$ cat src/rtl/oldq_pkg.sv
package oldq_pkg;

  localparam int DEPTH      = 16;
  localparam int DATA_WIDTH = 32;
  localparam int IDX_W      = $clog2(DEPTH);
  localparam int CNT_W      = $clog2(DEPTH + 1);
  localparam int POS_W      = 5;
  localparam int CMP_W      = ((POS_W > CNT_W) ? POS_W : CNT_W) + 1;

  localparam int CMD_W      = 3;
  localparam int STATUS_W   = 2;
  localparam int IN_DATA_W  = 40;
  localparam int OUT_DATA_W = 40;

  typedef logic [CMD_W-1:0]      cmd_code_t;
  typedef logic [STATUS_W-1:0]   status_code_t;
  typedef logic [DATA_WIDTH-1:0] elem_t;

  localparam cmd_code_t CMD_APPEND    = 3'd0;
  localparam cmd_code_t CMD_PUSH_HEAD = 3'd1;
  localparam cmd_code_t CMD_INSERT_AT = 3'd2;
  localparam cmd_code_t CMD_POP_HEAD  = 3'd3;
  localparam cmd_code_t CMD_POP_TAIL  = 3'd4;
  localparam cmd_code_t CMD_REMOVE_AT = 3'd5;

  localparam status_code_t ST_OK    = 2'd0;
  localparam status_code_t ST_FULL  = 2'd1;
  localparam status_code_t ST_EMPTY = 2'd2;
  localparam status_code_t ST_RANGE = 2'd3;

  // controller -> datapath
  typedef struct packed {
    logic load;   // capture the incoming item
    logic exec;   // apply the held item and load the result register
  } dp_cmd_t;

  // datapath -> controller
  typedef struct packed {
    logic held_valid;  // an item sits in the input register
  } dp_status_t;

endpackage

$ cat src/rtl/oldq_ctrl.sv
module oldq_ctrl import oldq_pkg::*; (
  input  logic       clk,
  input  logic       rst_n,
  input  logic       in_tvalid,
  output logic       in_tready,
  output logic       out_tvalid,
  input  logic       out_tready,
  input  dp_status_t dp_status,
  output dp_cmd_t    dp_cmd
);

  typedef enum logic [1:0] {
    S_IDLE = 2'b01,
    S_EXEC = 2'b10
  } state_t;

  state_t state_r, state_nxt;
  logic   out_valid_r, out_valid_nxt;
  logic   slot_free;

  assign slot_free  = !out_valid_r || out_tready;
  assign in_tready  = (state_r == S_IDLE);
  assign out_tvalid = out_valid_r;

  always_comb begin
    state_nxt   = state_r;
    dp_cmd.load = 1'b0;
    dp_cmd.exec = 1'b0;
    unique case (state_r)
      S_IDLE: begin
        if (in_tvalid) begin
          dp_cmd.load = 1'b1;
          state_nxt   = S_EXEC;
        end
      end
      S_EXEC: begin
        // wait for the result register to drain before applying the item
        if (slot_free && dp_status.held_valid) begin
          dp_cmd.exec = 1'b1;
          state_nxt   = S_IDLE;
        end
      end
      default: state_nxt = S_IDLE;
    endcase
  end

  always_comb begin
    out_valid_nxt = out_valid_r;
    if (dp_cmd.exec) out_valid_nxt = 1'b1;
    else if (out_tready) out_valid_nxt = 1'b0;
  end

  always_ff @(posedge clk) begin
    if (!rst_n) begin
      state_r     <= S_IDLE;
      out_valid_r <= 1'b0;
    end else begin
      state_r     <= state_nxt;
      out_valid_r <= out_valid_nxt;
    end
  end

endmodule

$ cat src/rtl/oldq_datapath.sv
module oldq_datapath import oldq_pkg::*; (
  input  logic                  clk,
  input  logic                  rst_n,
  input  dp_cmd_t               dp_cmd,
  output dp_status_t            dp_status,
  input  logic [IN_DATA_W-1:0]  in_tdata,
  output logic [OUT_DATA_W-1:0] out_tdata
);

  cmd_code_t        cmd_r;
  logic [POS_W-1:0] pos_r;
  elem_t            val_r;
  logic             held_r, held_nxt;

  elem_t            cell_r   [DEPTH];
  elem_t            cell_nxt [DEPTH];
  logic [CNT_W-1:0] count_r, count_nxt;

  elem_t            res_val_r;
  status_code_t     res_st_r;
  logic [CNT_W-1:0] res_cnt_r;

  logic             full, empty;
  logic [CMP_W-1:0] pos_e, cnt_e, pos_m1;
  logic             do_ins, do_rem;
  logic [IDX_W-1:0] ins_idx, rem_idx;
  status_code_t     st;
  elem_t            rem_val;

  assign dp_status.held_valid = held_r;

  assign full   = (count_r == CNT_W'(DEPTH));
  assign empty  = (count_r == '0);
  assign pos_e  = CMP_W'(pos_r);
  assign cnt_e  = CMP_W'(count_r);
  assign pos_m1 = pos_e - CMP_W'(1);

  always_comb begin
    do_ins  = 1'b0;
    do_rem  = 1'b0;
    ins_idx = '0;
    rem_idx = '0;
    st      = ST_OK;
    unique case (cmd_r)
      CMD_APPEND, CMD_PUSH_HEAD, CMD_INSERT_AT: begin
        priority if (full) begin
          st = ST_FULL;
        end else if (cmd_r == CMD_APPEND) begin
          do_ins  = 1'b1;
          ins_idx = count_r[IDX_W-1:0];
        end else if (cmd_r == CMD_PUSH_HEAD) begin
          do_ins = 1'b1;
        end else if (pos_e == '0 || pos_e > cnt_e + CMP_W'(1)) begin
          st = ST_RANGE;
        end else begin
          do_ins  = 1'b1;
          ins_idx = pos_m1[IDX_W-1:0];
        end
      end
      CMD_POP_HEAD, CMD_POP_TAIL, CMD_REMOVE_AT: begin
        priority if (empty) begin
          st = ST_EMPTY;
        end else if (cmd_r == CMD_POP_HEAD) begin
          do_rem = 1'b1;
        end else if (cmd_r == CMD_POP_TAIL) begin
          do_rem  = 1'b1;
          rem_idx = IDX_W'(count_r - CNT_W'(1));
        end else if (pos_e == '0 || pos_e > cnt_e) begin
          st = ST_RANGE;
        end else begin
          do_rem  = 1'b1;
          rem_idx = pos_m1[IDX_W-1:0];
        end
      end
      default: ;  // unused codes leave the list alone
    endcase
  end

  assign rem_val = do_rem ? cell_r[rem_idx] : '0;

  // cells from the insert or remove point on shift in parallel; cells past the tail
  // may pick up stale data, they are never read
  always_comb begin
    for (int i = 0; i < DEPTH; i++) begin
      cell_nxt[i] = cell_r[i];
      if (do_ins) begin
        if (IDX_W'(i) == ins_idx) cell_nxt[i] = val_r;
        else if (IDX_W'(i) > ins_idx && i > 0) cell_nxt[i] = cell_r[(i > 0) ? i - 1 : 0];
      end else if (do_rem) begin
        if (IDX_W'(i) >= rem_idx && i < DEPTH - 1)
          cell_nxt[i] = cell_r[(i < DEPTH - 1) ? i + 1 : i];
      end
    end
  end

  always_comb begin
    count_nxt = count_r;
    if (do_ins) count_nxt = count_r + CNT_W'(1);
    else if (do_rem) count_nxt = count_r - CNT_W'(1);
  end

  always_comb begin
    held_nxt = held_r;
    if (dp_cmd.load) held_nxt = 1'b1;
    else if (dp_cmd.exec) held_nxt = 1'b0;
  end

  always_ff @(posedge clk) begin
    if (!rst_n) begin
      count_r <= '0;
      held_r  <= 1'b0;
    end else begin
      held_r <= held_nxt;
      if (dp_cmd.exec) count_r <= count_nxt;
    end
  end

  always_ff @(posedge clk) begin
    if (dp_cmd.load) begin
      cmd_r <= in_tdata[CMD_W-1:0];
      pos_r <= in_tdata[CMD_W +: POS_W];
      val_r <= in_tdata[CMD_W + POS_W +: DATA_WIDTH];
    end
    if (dp_cmd.exec) begin
      for (int i = 0; i < DEPTH; i++) cell_r[i] <= cell_nxt[i];
      res_val_r <= rem_val;
      res_st_r  <= st;
      res_cnt_r <= count_nxt;
    end
  end

  assign out_tdata = {{(OUT_DATA_W - DATA_WIDTH - STATUS_W - CNT_W){1'b0}},
                      res_cnt_r, res_st_r, res_val_r};

endmodule

$ cat src/rtl/ordered_list_deque_engine.sv
// Channel | Direction | Ports                     | Item
// in      | sink      | in_tvalid/tready/tdata    | one list command
// out     | source    | out_tvalid/tready/tdata   | one result per command
//
// Each command is first captured, then applied to the register cells; the cells
// from the insert or remove point on shift toward a neighbor together.
// The apply step waits while the result register still holds an untaken item.
// Reset (rst_n low, synchronous) empties the list; cell contents are not cleared.
// in_tready is low from capture until the command is applied.
module ordered_list_deque_engine import oldq_pkg::*; (
  input  logic                  clk,
  input  logic                  rst_n,
  input  logic                  in_tvalid,
  output logic                  in_tready,
  // [2:0] cmd, [7:3] position, [39:8] value
  input  logic [IN_DATA_W-1:0]  in_tdata,
  output logic                  out_tvalid,
  input  logic                  out_tready,
  // [31:0] removed_value, [33:32] status, [38:34] element_count, [39] zero
  output logic [OUT_DATA_W-1:0] out_tdata
);

  dp_cmd_t    dp_cmd;
  dp_status_t dp_status;

  oldq_ctrl u_ctrl (
    .clk        (clk),
    .rst_n      (rst_n),
    .in_tvalid  (in_tvalid),
    .in_tready  (in_tready),
    .out_tvalid (out_tvalid),
    .out_tready (out_tready),
    .dp_status  (dp_status),
    .dp_cmd     (dp_cmd)
  );

  oldq_datapath u_datapath (
    .clk       (clk),
    .rst_n     (rst_n),
    .dp_cmd    (dp_cmd),
    .dp_status (dp_status),
    .in_tdata  (in_tdata),
    .out_tdata (out_tdata)
  );

endmodule

$ cat config.mk
export PLATFORM = sky130hd
export DESIGN_NAME = ordered_list_deque_engine
export DESIGN_NICKNAME = d
export VERILOG_FILES = /design/src/rtl/oldq_pkg.sv /design/src/rtl/oldq_ctrl.sv /design/src/rtl/oldq_datapath.sv /design/src/rtl/ordered_list_deque_engine.sv
export SDC_FILE = /design/constraint.sdc
export NUM_CORES = 2
export LEC_CHECK = 0
export BUFFER_PORTS_ARGS = -buffer_cell sky130_fd_sc_hd__buf_4
export CAP_MARGIN = 20
export CORE_ASPECT_RATIO = 1.1
export CORE_UTILIZATION = 45
export DETAILED_ROUTE_END_ITERATION = 7
export REMOVE_ABC_BUFFERS = 1
export SETUP_SLACK_MARGIN = 0.15
export SLEW_MARGIN = 30
export SYNTH_ARGS = -nofsm -noshare
export SYNTH_HDL_FRONTEND = slang
export SYNTH_SLANG_ARGS = --single-unit
export TNS_END_PERCENT = 10
$ cat constraint.sdc
create_clock -name clk -period 19.92 [get_ports clk]
set_clock_uncertainty 0.1 [all_clocks]
set_input_delay 3.984 -clock clk [delete_from_list [all_inputs] [get_ports clk]]
set_output_delay 3.984 -clock clk [all_outputs]
set_load 0.02 [all_outputs]
==> impl_metrics.yaml <==
setup_path:
  critPathArrivalTime_ns: 6.74
  r2r-end: "u_datapath.cell_r[6][7]"
  critical_path_class: "in2reg"
  critPathLaunchType: "input pin"
  r2r-start: "u_datapath.count_r[0]"
  worstPathRequired_ns: 20.07
  r2r_slack_ns: 14.52
  crit_path_end_kind: "flop"
  r2r_cells: 12
  crit_fanout: 20
min_path:
  min_from: "u_datapath.dp_status"
  min_to: "u_datapath.dp_status"
  hold_depth: 2
  hold_path.class: "reg2reg"
floorplanning:
  start_util: 0.457
  fp.coreArea_um2: 73500
  fp.dieH_um: 288
  io_pins: 86
  die_w_um: 262
  std_cell_rows: 104
  dieArea_um2: 75700
detailed_routing:
  viasPerCell: 6.73
  routedWlPerCell_um: 27.0
  drt-total-wl_um: 116000
  drtPass1Iterations: 6
  ant_nets: 0
  vias: 29000
  drtIter0Drc: 3681
  drc: 0
power_and_ir_drop:
  vdd_drop_max_mv: 0.0492
  p_leak_uw: 0.0134
  total_power_uw: 2940
  cellPowerDensity_nw_per_um2: 79.0
clocking:
  cts_max_path_buffers: 3
  cts_buffers: 70
  post_cts_buffers: 0
  tritoncts: "yes"
  htreeDepth: 3
  cts_resized: 0
  clkLatencyLatePin_ns: 0.62
  clk_pin_slew_ns: 0.06
  clock-root-buffer: "clkbuf_16"
  ctsHoldBuffers: 0
  clock-sinks: 600
yosys:
  seq_area_frac_synth: 0.534
  dominantRegCellSynth: "edfxtp_1"
  synth_edf_count: 591
  synth_area_leaders: "edfxtp_1 53%, nand2_1 8.0%, mux2i_1 5.9%"
  synth_largest_area_cell: "edfxtp_1"
  syn_area_per_cell_um2: 9.82
  syn_area_um2: 33600
  synthArstFlopShare: 0
  yosysWarnings: 0
  yosysTopAreaCellShare: 0.529
  yosysUniqueCellTypes: 67
  synth_seq_cells: 600
  synth_cells: 3420
cells_and_area:
  final_cell_mix: "714 x nand2_1, 591 x edfxtp_1, 295 x nor2_1"
  drive_gt1_frac: 0.101
  fin_nets: 3365
  final_common_cell: "nand2_1"
  area_growth_pct: 11.0
sta:
  final.period_utilization: 0.331
  min_period_ns: 6.59
  slew_violations: 0
  tns_ns: 0
  relSlewSlack: 0.316
  final-hold-violation-count: 0
  rsz0062_at_grt: "false"
  max_freq_mhz: 152
  setup_viol: 0
  tightest_slew_ns: 1.03
placement:
  io_buffers: 84
  post-dp-hpwl_um: 63200
  place_congestion: 0.877
grt:
  grt.total_usage: 0.300
  grt_start_max_net_pins: 189
  grt_overflow: 0
  antenna_found_initial: 2
  grt_pass1_wl_um: 173000
  first_global_vias: 28300
run_status:
  status: "finished, final reports clean"
job:
  drv_cap: 0
how the worst max path moves through the flow:
| stage | endpoint | from |
|---|---|---|
| 2_1_floorplan | u_datapath.cell_r[15][0] | u_datapath.count_r[0] |
| 4_1_cts | u_datapath.cell_r[6][22] | out_tready |
| 6_report | u_datapath.cell_r[6][7] | out_tready |
| 3_3_place_gp | u_datapath.cell_r[5][11] | out_tready |
| 3_5_place_dp | u_datapath.cell_r[6][6] | out_tready |
| 5_1_grt | u_datapath.cell_r[6][20] | out_tready |
cell type report:
| cell class | instances | area [um2] |
|---|---|---|
| fillers | 6582 | 36300 |
| flip-flops and latches | 600 | 17900 |
| multi-input cells | 2461 | 14500 |
| clock buffers | 91 | 1900 |
| repair buffers | 160 | 1340 |
| well taps | 954 | 1190 |
| clock inverters | 31 | 307 |
| inverters | 15 | 61.3 |
| diodes | 1 | 2.50 |
synth_stat cells (6+ instances only):
| library cell | count |
|---|---|
| a21oi_1 | 145 |
| a221o_1 | 185 |
| a221oi_1 | 20 |
| a22oi_1 | 17 |
| a31oi_1 | 98 |
| and2_1 | 8 |
| and3_1 | 16 |
| buf_1 | 29 |
| buf_2 | 72 |
| buf_4 | 8 |
| clkbuf_1 | 235 |
| dfxtp_1 | 9 |
| edfxtp_1 | 591 |
| ha_1 | 13 |
| inv_1 | 14 |
| mux2_1 | 7 |
| mux2_2 | 25 |
| mux2i_1 | 199 |
| nand2_1 | 716 |
| nand3_1 | 139 |
| nor2_1 | 299 |
| nor3_1 | 12 |
| o211ai_1 | 41 |
| o21a_1 | 6 |
| o21ai_0 | 237 |
| o21ai_1 | 44 |
| o221ai_1 | 18 |
| o22ai_1 | 145 |
| xnor2_1 | 8 |
logic make-up after synthesis:
family          count (synthesis)  synth area share
xor+xnor                        8           0.00209
other cells                     1          0.000112
buf+inv                       359            0.0437
simple gates                 1220             0.148
compound gates                988             0.197
flops                         600             0.534
mux                           231            0.0701
fa+ha+maj                      13           0.00485
state kept, by name (all words and copies together), names as in the netlist:
name,flops
u_datapath.cell_r,512
u_datapath.res_val_r,32
u_datapath.val_r,32
u_datapath.count_r,5
u_datapath.pos_r,5
u_datapath.res_cnt_r,5
u_datapath.cmd_r,3
u_ctrl.state_r,2
u_datapath.res_st_r,2
u_ctrl.out_tvalid,1
u_datapath.dp_status,1
layer usage:
layer	vias up	part of all wire	GRT usage
li1	12600	-	-
met5	-	0	0
met3	283	0.10	0.0606
met2	1906	0.45	0.458
met4	0	0.042	0.145
met1	14200	0.41	0.409
through the flow:
step | instances | cell area, um2 | hold slack (ns) | utilization | setup slack (ns)
6_report | 4313 | 37300 | 0.451 | 0.507 | 13.33
5_1_grt | 4312 | 37200 | 0.476 | 0.507 | 13.21
4_1_cts | 4308 | 37100 | 0.448 | 0.505 | 13.15
3_5_place_dp | 4186 | 34900 | 0.437 | 0.475 | 12.50
3_3_place_gp | 4182 | 34800 | 0.433 | 0.474 | 12.36
2_1_floorplan | 3076 | 32200 | 0.403 | - | -60.40
critical path, stage by stage:
cell and delay [ns]:
buf_4 0.07, nand2b_1 0.13, nand2_1 0.06, or2_2 0.38, inv_2 0.09, o21ai_2 0.18
or3_1 0.50, a221oi_4 0.75, buf_4 0.55
where the power goes:
part	switching [uW]	leakage, uW	internal [uW]	total [uW]
clock	535	0.00107	750	1290
combinational	154	0.00695	77.6	232
sequential	26.7	0.00538	1400	1430
total	717	0.0134	2230	2940
No activity file was read; power rests on OpenSTA's default activity.
